$ cat src/hw/rtl/rvdec_pkg.sv
// ----------------------------------------------------------------------------
// rvdec_pkg
// Types and encodings shared by the rv32im instruction decoder and its users.
// ----------------------------------------------------------------------------
package rvdec_pkg;

	// major opcodes
	localparam logic [6:0] OP_LOAD   = 7'h03;
	localparam logic [6:0] OP_STORE  = 7'h23;
	localparam logic [6:0] OP_ALU    = 7'h33;
	localparam logic [6:0] OP_ALUI   = 7'h13;
	localparam logic [6:0] OP_BRANCH = 7'h63;
	localparam logic [6:0] OP_JAL    = 7'h6F;
	localparam logic [6:0] OP_JALR   = 7'h67;
	localparam logic [6:0] OP_LUI    = 7'h37;
	localparam logic [6:0] OP_AUIPC  = 7'h17;
	localparam logic [6:0] OP_SYSTEM = 7'h73;

	// funct7 values
	localparam logic [6:0] F7_BASE = 7'h00;
	localparam logic [6:0] F7_ALT  = 7'h20;
	localparam logic [6:0] F7_MUL  = 7'h01;

	// funct3 values used for decisions
	localparam logic [2:0] F3_ADD = 3'd0;
	localparam logic [2:0] F3_SLL = 3'd1;
	localparam logic [2:0] F3_SR  = 3'd5;

	// instruction class
	localparam logic [3:0] CLS_LOAD    = 4'd0;
	localparam logic [3:0] CLS_STORE   = 4'd1;
	localparam logic [3:0] CLS_ALU_REG = 4'd2;
	localparam logic [3:0] CLS_ALU_IMM = 4'd3;
	localparam logic [3:0] CLS_BRANCH  = 4'd4;
	localparam logic [3:0] CLS_JAL     = 4'd5;
	localparam logic [3:0] CLS_JALR    = 4'd6;
	localparam logic [3:0] CLS_LUI     = 4'd7;
	localparam logic [3:0] CLS_AUIPC   = 4'd8;
	localparam logic [3:0] CLS_SYSTEM  = 4'd9;
	localparam logic [3:0] CLS_UNKNOWN = 4'd10;

	// instruction format
	localparam logic [2:0] FMT_R = 3'd0;
	localparam logic [2:0] FMT_I = 3'd1;
	localparam logic [2:0] FMT_S = 3'd2;
	localparam logic [2:0] FMT_B = 3'd3;
	localparam logic [2:0] FMT_U = 3'd4;
	localparam logic [2:0] FMT_J = 3'd5;

	// memory access width
	localparam logic [1:0] ACC_BYTE = 2'd0;
	localparam logic [1:0] ACC_HALF = 2'd1;
	localparam logic [1:0] ACC_WORD = 2'd2;

	// alu operations
	localparam logic [4:0] ALU_ADD    = 5'd0;
	localparam logic [4:0] ALU_SUB    = 5'd1;
	localparam logic [4:0] ALU_SLL    = 5'd2;
	localparam logic [4:0] ALU_SLT    = 5'd3;
	localparam logic [4:0] ALU_SLTU   = 5'd4;
	localparam logic [4:0] ALU_XOR    = 5'd5;
	localparam logic [4:0] ALU_SRL    = 5'd6;
	localparam logic [4:0] ALU_SRA    = 5'd7;
	localparam logic [4:0] ALU_OR     = 5'd8;
	localparam logic [4:0] ALU_AND    = 5'd9;
	localparam logic [4:0] ALU_MUL    = 5'd10;
	localparam logic [4:0] ALU_MULH   = 5'd11;
	localparam logic [4:0] ALU_MULHSU = 5'd12;
	localparam logic [4:0] ALU_MULHU  = 5'd13;
	localparam logic [4:0] ALU_DIV    = 5'd14;
	localparam logic [4:0] ALU_DIVU   = 5'd15;
	localparam logic [4:0] ALU_REM    = 5'd16;
	localparam logic [4:0] ALU_REMU   = 5'd17;

	// branch conditions
	localparam logic [2:0] BR_EQ  = 3'd0;
	localparam logic [2:0] BR_NE  = 3'd1;
	localparam logic [2:0] BR_LT  = 3'd2;
	localparam logic [2:0] BR_GE  = 3'd3;
	localparam logic [2:0] BR_LTU = 3'd4;
	localparam logic [2:0] BR_GEU = 3'd5;

	typedef struct packed {
		logic [31:0] instruction_word;
		logic        decode_en;
	} dec_cmd_t;

	typedef struct packed {
		logic [4:0]         dest_register;
		logic [4:0]         source_register_a;
		logic [4:0]         source_register_b;
		logic [2:0]         minor_function;
		logic [6:0]         major_function;
		logic [6:0]         opcode_field;
		logic signed [31:0] immediate_value;
		logic [3:0]         instruction_class;
		logic [2:0]         format_code;
		logic [1:0]         access_width;
		logic [4:0]         alu_func;
		logic [2:0]         branch_cond;
	} dec_result_t;

endpackage

$ cat src/hw/rtl/rv32im_instruction_decoder.sv
// ----------------------------------------------------------------------------
// rv32im_instruction_decoder
// Splits an rv32im instruction into fields, immediate, class, format and
// alu / memory / branch controls, two register stages deep.
// ----------------------------------------------------------------------------
//
//  channel   handshake          payload
//  -------   ----------------   -------------------------
//  command   start / busy       cmd    (dec_cmd_t)
//  result    done (strobe)      result (dec_result_t)
//
//  a command beat is taken at every edge where start is high; busy stays low
//  one beat per cycle; the result strobe comes after the command has passed
//  the input register, decode logic and result register
//  a beat with decode_en low is taken and produces no result
//  reset clears the valid flags only; the receiver cannot stall
//
module rv32im_instruction_decoder (
	input  logic                   clk,
	input  logic                   arst_n,
	input  logic                   start,
	output logic                   busy,
	input  rvdec_pkg::dec_cmd_t    cmd,
	output logic                   done,
	output rvdec_pkg::dec_result_t result
);
	import rvdec_pkg::*;

	logic        valid_s1;
	logic [31:0] word_s1;
	logic        valid_s2;
	dec_result_t result_s2;
	dec_result_t dec;

	logic [6:0]  op;
	logic [2:0]  f3;
	logic [6:0]  f7;
	logic [31:0] imm_i, imm_s, imm_b, imm_u, imm_j;
	logic [1:0]  acc_w;
	logic [4:0]  alu_reg, alu_imm;
	logic [2:0]  br_cond;

	assign busy = 1'b0;

	always_ff @(posedge clk or negedge arst_n) begin
		if (!arst_n) begin
			valid_s1 <= 1'b0;
			valid_s2 <= 1'b0;
		end else begin
			valid_s1 <= start && !busy && cmd.decode_en;
			valid_s2 <= valid_s1;
		end
	end

	always_ff @(posedge clk) begin
		if (start && !busy) begin
			word_s1 <= cmd.instruction_word;
		end
		if (valid_s1) begin
			result_s2 <= dec;
		end
	end

	assign op = word_s1[6:0];
	assign f3 = word_s1[14:12];
	assign f7 = word_s1[31:25];

	assign imm_i = {{20{word_s1[31]}}, word_s1[31:20]};
	assign imm_s = {{20{word_s1[31]}}, word_s1[31:25], word_s1[11:7]};
	assign imm_b = {{19{word_s1[31]}}, word_s1[31], word_s1[7], word_s1[30:25],
		word_s1[11:8], 1'b0};
	assign imm_u = {word_s1[31:12], 12'b0};
	assign imm_j = {{11{word_s1[31]}}, word_s1[31], word_s1[19:12], word_s1[20],
		word_s1[30:21], 1'b0};

	// funct3 above word still means word
	always_comb begin
		case (f3)
			3'd0:    acc_w = ACC_BYTE;
			3'd1:    acc_w = ACC_HALF;
			default: acc_w = ACC_WORD;
		endcase
	end

	always_comb begin
		case (f3)
			3'd0:    br_cond = BR_EQ;
			3'd1:    br_cond = BR_NE;
			3'd4:    br_cond = BR_LT;
			3'd5:    br_cond = BR_GE;
			3'd6:    br_cond = BR_LTU;
			3'd7:    br_cond = BR_GEU;
			default: br_cond = BR_EQ;
		endcase
	end

	// base rv32i operation by funct3; also used for the immediate form
	function automatic logic [4:0] base_op(input logic [2:0] fn3);
		logic [4:0] r;
		case (fn3)
			3'd0:    r = ALU_ADD;
			3'd1:    r = ALU_SLL;
			3'd2:    r = ALU_SLT;
			3'd3:    r = ALU_SLTU;
			3'd4:    r = ALU_XOR;
			3'd5:    r = ALU_SRL;
			3'd6:    r = ALU_OR;
			default: r = ALU_AND;
		endcase
		return r;
	endfunction

	always_comb begin
		case (f7)
			F7_BASE: alu_reg = base_op(f3);
			F7_ALT: begin
				if (f3 == F3_ADD) begin
					alu_reg = ALU_SUB;
				end else if (f3 == F3_SR) begin
					alu_reg = ALU_SRA;
				end else begin
					alu_reg = ALU_ADD;
				end
			end
			F7_MUL:  alu_reg = ALU_MUL + {2'b00, f3};
			default: alu_reg = ALU_ADD;
		endcase
	end

	// funct7 only matters for immediate shifts
	always_comb begin
		if (f3 == F3_SLL) begin
			alu_imm = (f7 == F7_BASE) ? ALU_SLL : ALU_ADD;
		end else if (f3 == F3_SR) begin
			if (f7 == F7_BASE) begin
				alu_imm = ALU_SRL;
			end else if (f7 == F7_ALT) begin
				alu_imm = ALU_SRA;
			end else begin
				alu_imm = ALU_ADD;
			end
		end else begin
			alu_imm = base_op(f3);
		end
	end

	always_comb begin
		dec.dest_register     = word_s1[11:7];
		dec.source_register_a = word_s1[19:15];
		dec.source_register_b = word_s1[24:20];
		dec.minor_function    = f3;
		dec.major_function    = f7;
		dec.opcode_field      = op;
		dec.access_width      = ACC_BYTE;
		dec.alu_func          = ALU_ADD;
		dec.branch_cond       = BR_EQ;
		case (op)
			OP_LOAD: begin
				dec.instruction_class = CLS_LOAD;
				dec.format_code       = FMT_I;
				dec.immediate_value   = imm_i;
				dec.access_width      = acc_w;
			end
			OP_STORE: begin
				dec.instruction_class = CLS_STORE;
				dec.format_code       = FMT_S;
				dec.immediate_value   = imm_s;
				dec.access_width      = acc_w;
			end
			OP_ALU: begin
				dec.instruction_class = CLS_ALU_REG;
				dec.format_code       = FMT_R;
				dec.immediate_value   = '0;
				dec.alu_func          = alu_reg;
			end
			OP_ALUI: begin
				dec.instruction_class = CLS_ALU_IMM;
				dec.format_code       = FMT_I;
				dec.immediate_value   = imm_i;
				dec.alu_func          = alu_imm;
			end
			OP_BRANCH: begin
				dec.instruction_class = CLS_BRANCH;
				dec.format_code       = FMT_B;
				dec.immediate_value   = imm_b;
				dec.branch_cond       = br_cond;
			end
			OP_JAL: begin
				dec.instruction_class = CLS_JAL;
				dec.format_code       = FMT_J;
				dec.immediate_value   = imm_j;
			end
			OP_JALR: begin
				dec.instruction_class = CLS_JALR;
				dec.format_code       = FMT_I;
				dec.immediate_value   = imm_i;
			end
			OP_LUI: begin
				dec.instruction_class = CLS_LUI;
				dec.format_code       = FMT_U;
				dec.immediate_value   = imm_u;
			end
			OP_AUIPC: begin
				dec.instruction_class = CLS_AUIPC;
				dec.format_code       = FMT_U;
				dec.immediate_value   = imm_u;
			end
			OP_SYSTEM: begin
				dec.instruction_class = CLS_SYSTEM;
				dec.format_code       = FMT_I;
				dec.immediate_value   = imm_i;
			end
			default: begin
				dec.instruction_class = CLS_UNKNOWN;
				dec.format_code       = FMT_I;
				dec.immediate_value   = imm_i;
			end
		endcase
	end

	assign done   = valid_s2;
	assign result = result_s2;

`ifndef SYNTH
	// an enabled beat shows up on done after the input and result registers
	a_latency: assert property (@(posedge clk) disable iff (!arst_n)
		start && !busy && cmd.decode_en |=> ##1 done)
		else $error("enabled command beat produced no result");

	a_no_spurious: assert property (@(posedge clk) disable iff (!arst_n)
		done |-> $past(valid_s1))
		else $error("result strobe without a decoded beat");

	a_rfmt_imm: assert property (@(posedge clk) disable iff (!arst_n)
		done && result.format_code == FMT_R |-> result.immediate_value == 0)
		else $error("register format with nonzero immediate");

	a_branch_only: assert property (@(posedge clk) disable iff (!arst_n)
		done && result.instruction_class != CLS_BRANCH |->
		result.branch_cond == BR_EQ)
		else $error("branch condition set outside a branch");

	a_mem_only: assert property (@(posedge clk) disable iff (!arst_n)
		done && result.instruction_class != CLS_LOAD &&
		result.instruction_class != CLS_STORE |-> result.access_width == ACC_BYTE)
		else $error("access width set outside a load or store");
`endif

endmodule

$ cat config.mk
export PLATFORM = sky130hd
export DESIGN_NAME = rv32im_instruction_decoder
export DESIGN_NICKNAME = d
export VERILOG_FILES = /design/src/hw/rtl/rvdec_pkg.sv /design/src/hw/rtl/rv32im_instruction_decoder.sv
export SDC_FILE = /design/constraint.sdc
export NUM_CORES = 1
export LEC_CHECK = 0
export ABC_CLOCK_PERIOD_IN_PS = 2770
export BUFFER_PORTS_ARGS = -buffer_cell sky130_fd_sc_hd__buf_2
export CORE_ASPECT_RATIO = 2
export CORE_UTILIZATION = 52
export DETAILED_ROUTE_END_ITERATION = 16
export PLACE_DENSITY = 0.9
export SLEW_MARGIN = 20
export SYNTH_ARGS = -nofsm -noshare
export SYNTH_HDL_FRONTEND = slang
export SYNTH_SLANG_ARGS = --single-unit
$ cat constraint.sdc
create_clock -name clk -period 2.77 [get_ports clk]
set_clock_uncertainty 0.1 [all_clocks]
set_input_delay 0.1385 -clock clk [delete_from_list [all_inputs] [get_ports clk]]
set_output_delay 0.1385 -clock clk [all_outputs]
set_load 0.02 [all_outputs]
=== Word-level counts from Yosys, hierarchy flattened ===
Cells that the tools add are included.

* Register bits: 115
* Output and inout port bits: 83
* Bits of input ports: 36
* Logic and storage cells: 53

* Eq/ne operators: 19
* Reduce and logical (&&, ||, !) cells: 4
* Add/subtract/negate cells: 1
* Muxes and demuxes: 14

{| class="wikitable"
|+ Operators by type and width
! operator !! number
|-
| 39-bit case mux with 10 select lines || 1
|-
| 7-bit by 6-bit equality test with 1-bit output, second input constant || 4
|-
| 7-bit equality test, second input constant || 4
|-
| 4-bit case mux with 7 select lines || 1
|-
| 4-bit case mux with 5 select lines || 1
|-
| 3-bit case mux with 5 select lines || 1
|-
| 5-bit case mux with 3 select lines || 1
|-
| 7-bit by 5-bit equality test with 1-bit output, second input constant || 2
|-
| 3-bit equality test, second input constant || 4
|-
| 3-bit two-way mux || 4
|-
| 5-bit two-way mux || 2
|-
| 5-bit case mux with 2 select lines || 1
|-
| 7-bit by 1-bit equality test with 1-bit output, second input constant || 1
|-
| 7-bit by 2-bit equality test with 1-bit output, second input constant || 1
|-
| 7-bit logical NOT || 1
|-
| 3-bit by 2-bit equality test with 1-bit output, second input constant || 2
|-
| 4-bit by 3-bit adder with 5-bit output, first input constant || 1
|-
| 2-bit case mux with 2 select lines || 1
|-
| 3-bit by 1-bit equality test with 1-bit output, second input constant || 1
|-
| 3-bit logical NOT || 1
|-
| 2-bit two-way mux || 1
|-
| 2-bit OR reduction || 1
|-
| 1-bit logical AND || 1
|}

=== Depth between registers and ports, before layout ===
* Depth after elaboration: 6
* Gate-level depth with buffers: 8
* Mapped depth without buffers: 5

=== Worst setup path before layout ===
No wires, ideal clock.

* Kind: reg-to-reg
* Start: reg valid_s1
* End: reg result_s2, in the netlist result[0] (enable)
* Stages on the path, launching flop included: 1
* Library setup time: 439 ps
* Required time: 2231 ps
* Arrival time: 1943 ps
* Slack: 287 ps
* Buffers on the path: 0
* Path through: dfrtp_1

{| class="wikitable"
|+ RTL lines
! what !! RTL line !! RTL
|-
| start, declared || rv32im_instruction_decoder.sv:29 || <nowiki>logic valid_s1;</nowiki>
|-
| start signal, assigned || rv32im_instruction_decoder.sv:50 || <nowiki>valid_s1 <= start && !busy && cmd.decode_en;</nowiki>
|-
| end signal, assigned || rv32im_instruction_decoder.sv:60 || <nowiki>result_s2 <= dec;</nowiki>
|-
| end, declared || rv32im_instruction_decoder.sv:32 || <nowiki>dec_result_t result_s2;</nowiki>
|}

No word-level cell between the ends.

=== Final worst setup path ===
* Start: reg word_s1[13]
* End: reg result_s2, in the netlist result[0], data pin

* Cells in the longest elaborated chain, start to end: 2
* Elaborated cells on any way between the ends: 6
* Classes of those cells: 5 x eq/ne; 1 x mux

{| class="wikitable"
|+ RTL lines
! what !! RTL line !! RTL
|-
| start, declared || rv32im_instruction_decoder.sv:30 || <nowiki>logic [31:0] word_s1;</nowiki>
|-
| start signal, assigned || rv32im_instruction_decoder.sv:57 || <nowiki>word_s1 <= cmd.instruction_word;</nowiki>
|-
| 3-bit equality test / 3-bit by 1-bit equality test with 1-bit output (equally long branches) || rv32im_instruction_decoder.sv:86 || <nowiki>case (f3)</nowiki>
|-
| 3-bit case mux with 5 select lines (*) || rv32im_instruction_decoder.sv:86 ||
|}

Every way passes the cells marked *; elsewhere a longest branch is shown, timed or not.
A chain may end at the register's enable or synchronous reset.

==> flow_metrics.py <==
metrics = {
    "timing": {
        "fin_crit_sh_pct": 80.06,
        "hold_viol_final": 0,
        "finalMaxSlewViolations": 0,
        "rsz0062_at_grt": "no",
        "relSlewSlack_pct": 46.60,
        "setup_viol_count_final": 0,
        "finalSetupTns_ns": 0,
        "worstMarginPinSlew_ns": 0.8010,
        "fmax_mhz": 450.9,
        "post-route-min-period_ns": 2.218,
        "setup_slack_ns": 0.5524,
    },
    "grt": {
        "grt_start_max_net_pins": 43,
        "overflow": 0,
        "grt_pass1_wl_microns": 15690,
        "antenna_found_initial": 0,
        "gr-usage-all-layers_pct": 24.74,
        "grt_pass1_vias": 3092,
    },
    "logic_synthesis": {
        "ys_seq_area_share_pct": 75.21,
        "yosys_warnings": 0,
        "synth-edff-count": 113,
        "yosys_most_used_dff": "edfxtp_1",
        "synth-seq-cells": 115,
        "yosysUniqueCellTypes": 47,
        "syn_inst": 296,
        "synth_nets": 336,
        "netlist_area_sq_mm": 0.004578,
        "async_flop_share_pct": 1.739,
        "syn_area_per_cell_sq_um": 15.47,
    },
    "finish": {
        "layout_commonest_cell": "buf_2",
        "nNetsFinal": 495,
        "drive_above_1_share_pct": 33.55,
        "most-common-layout-cells": "buf_2, edfxtp_1, dlygate4sd3_1",
        "num_antenna_cells": 0,
        "area_growth_pct": 34.33,
    },
    "cts": {
        "cts_tree": "done",
        "clk_pin_slew_ns": 0.05,
        "cts-root-buf": "clkbuf_16",
        "ctsLongestPathBuffers": 2,
        "cts_buffers": 17,
        "cts_setup_buffers": 0,
        "numClockSinks": 115,
        "clock_latency_ns": 0.41,
        "postCtsResizedCells": 0,
        "h-tree-depth": 4,
        "cts_hold_buf": 35,
    },
    "setup_path": {
        "cp-start-kind": "flop",
        "critPathRequiredTime_ns": 2.78,
        "path_cells": "inv_1 > ha_1 > o311ai_0 > nor4_1",
        "cpMaxStageDelayCell": "o311ai_0",
        "crit_fanout": 11,
        "slowest_delay_ns": 0.65,
        "worstSetupPathType": "flop to flop",
        "r2r-start": "word_s1[13]",
        "crit_start": "word_s1[13]",
        "cp-end-kind": "flop",
        "worstPathArrival_ns": 2.22,
    },
    "power": {
        "sw_frac_of_total_pct": 23.17,
        "comb_power_share_pct": 9.6,
        "clkPwrFrac_pct": 44.7,
        "peakVddDrop_mv": 0.6593,
        "leakagePower_nw": 2.412,
        "cellPowerDensity_mw_per_mm2": 773.4,
        "pwr-share-seq_pct": 45.7,
        "netSwitchingPower_mw": 1.102,
        "intPower_mw": 3.654,
        "power_mw": 4.756,
    },
    "routing": {
        "vias": 3152,
        "drtIter0Drc": 345,
        "drtAntennaViolNets": 0,
        "viasPerCell": 5.549,
        "drc": 0,
        "wl_per_cell_microns": 18.29,
        "drt_pre_antenna_iters": 5,
        "routed_wl_microns": 10390,
    },
    "die": {
        "io-pin-count": 119,
        "num_rows": 48,
        "core_sq_mm": 0.008588,
        "die_area_sq_mm": 0.009206,
        "fp.dieH_microns": 134.7,
        "die_w_microns": 68.35,
        "initial_core_util_pct": 53.31,
    },
    "placed_design": {
        "numPortBuffers": 117,
        "gp_congestion": 0.8615,
        "dp_slack_ns": 0.6313,
        "hpwlAfterDp_microns": 6557,
    },
    "hold_path": {
        "hp-class": "input pin to flop",
        "holdCritStartpoint": "start",
    },
    "run": {
        "cap_violations": 0,
    },
    "run_status": {
        "status": "completed",
    },
}
## synthesized netlist by cell type, types with 2 or more instances
master    instances  area, sq um
or2_1             2        12.51
and2_1            4        25.02
a21oi_1          10        50.05
nor2_1           19        71.32
nand2_1          23        86.33
xnor2_1           3        26.28
buf_4             3        22.52
inv_1             6        22.52
edfxtp_1        113         3393
or3b_1            2        17.52
buf_2             9        45.04
or3_1             2        12.51
o21ai_0           7        35.03
nor4_1            2        12.51
ha_1              4        50.05
nand3_1           6        30.03
o22ai_1           2        12.51
o311ai_0          3        26.28
or4_1             2        15.01
a21o_1           19        142.6
nand2b_1          4        25.02
nor3_2            3        30.03
buf_6             4        45.04
nor3_1            8        40.04
a22o_1            4        35.03
dfrtp_1           2        50.05
nor2b_1          10        62.56
## kinds of logic after synthesis
kind of cell	share of synthesized area, %
compound gates	9.156
xor+xnor	0.7654
fa+ha+maj	1.093
buf+inv	2.951
flops	75.21
mux	0.2186
other cells	0.08191
simple gates	10.52
## per-layer routing
| layer | wire length (microns) | part of all wire (%) | vias up | global-route usage [%] |
|---|---|---|---|---|
| met4 | 262 | 2.5 | 0 | 13.89 |
| met3 | 523 | 5.0 | 23 | 6.841 |
| li1 | - | - | 1430 | - |
| met5 | 0 | 0 | - | 0 |
| met1 | 3759 | 36 | 1538 | 26.48 |
| met2 | 5840 | 56 | 161 | 41.94 |
## final timing paths
check / to / slack, ns / cells past startpoint
max: result[0] / 0.55 / 4
min: word_s1[13] / 0.27 / 1
max reg2reg: result[0] / 0.55 / 4
min reg2reg: result[75] / 0.35 / 0
max in group asynchronous: valid_s1 / 1.94 / 3
min in group asynchronous: valid_s1 / 0.49 / 3
## flip-flops by register name, summed over array words and instances (netlist names)
| signal | cells |
|---|---|
| done | 1 |
| result | 81 |
| valid_s1 | 1 |
| word_s1 | 32 |
## per-stage QoR
stage               area (sq um)  instances  utilization (%)  hold slack (ns)
floorplan                   4578        296                -          -0.2571
global placement            5223        501            60.81          -0.1780
detailed placement          5223        501            60.81          -0.1738
CTS                         6150        568            71.61           0.2848
global route                6150        568            71.61           0.3067
finish                      6150        568            71.61           0.2715
## power by group through the flow
stage | clock network, mW | registers (mW) | logic [mW]
after floorplan | 0 | 2.28 | 0.171
after global placement | 0 | 2.19 | 0.407
after detailed placement | 0 | 2.20 | 0.415
after CTS | 2.14 | 2.17 | 0.457
after global routing | 2.22 | 2.19 | 0.493
final | 2.13 | 2.17 | 0.458
## critical path, delay by kind of cell (launching register included)
kind	cells	cell delay (ns)
flops	1	0.61
fa+ha+maj	1	0.23
compound gates	1	0.65
simple gates	1	0.17
buf+inv	1	0.15
## layout make-up
class | count | area [sq um]
well taps | 100 | 125.1
repair buffers | 156 | 978.4
clock buffers | 21 | 440.4
flip-flops and latches | 115 | 3447
inverters | 6 | 22.52
multi-input cells | 159 | 999.7
fillers | 528 | 2439
clock inverters | 11 | 136.4
Power figures use the tool's default switching activity.
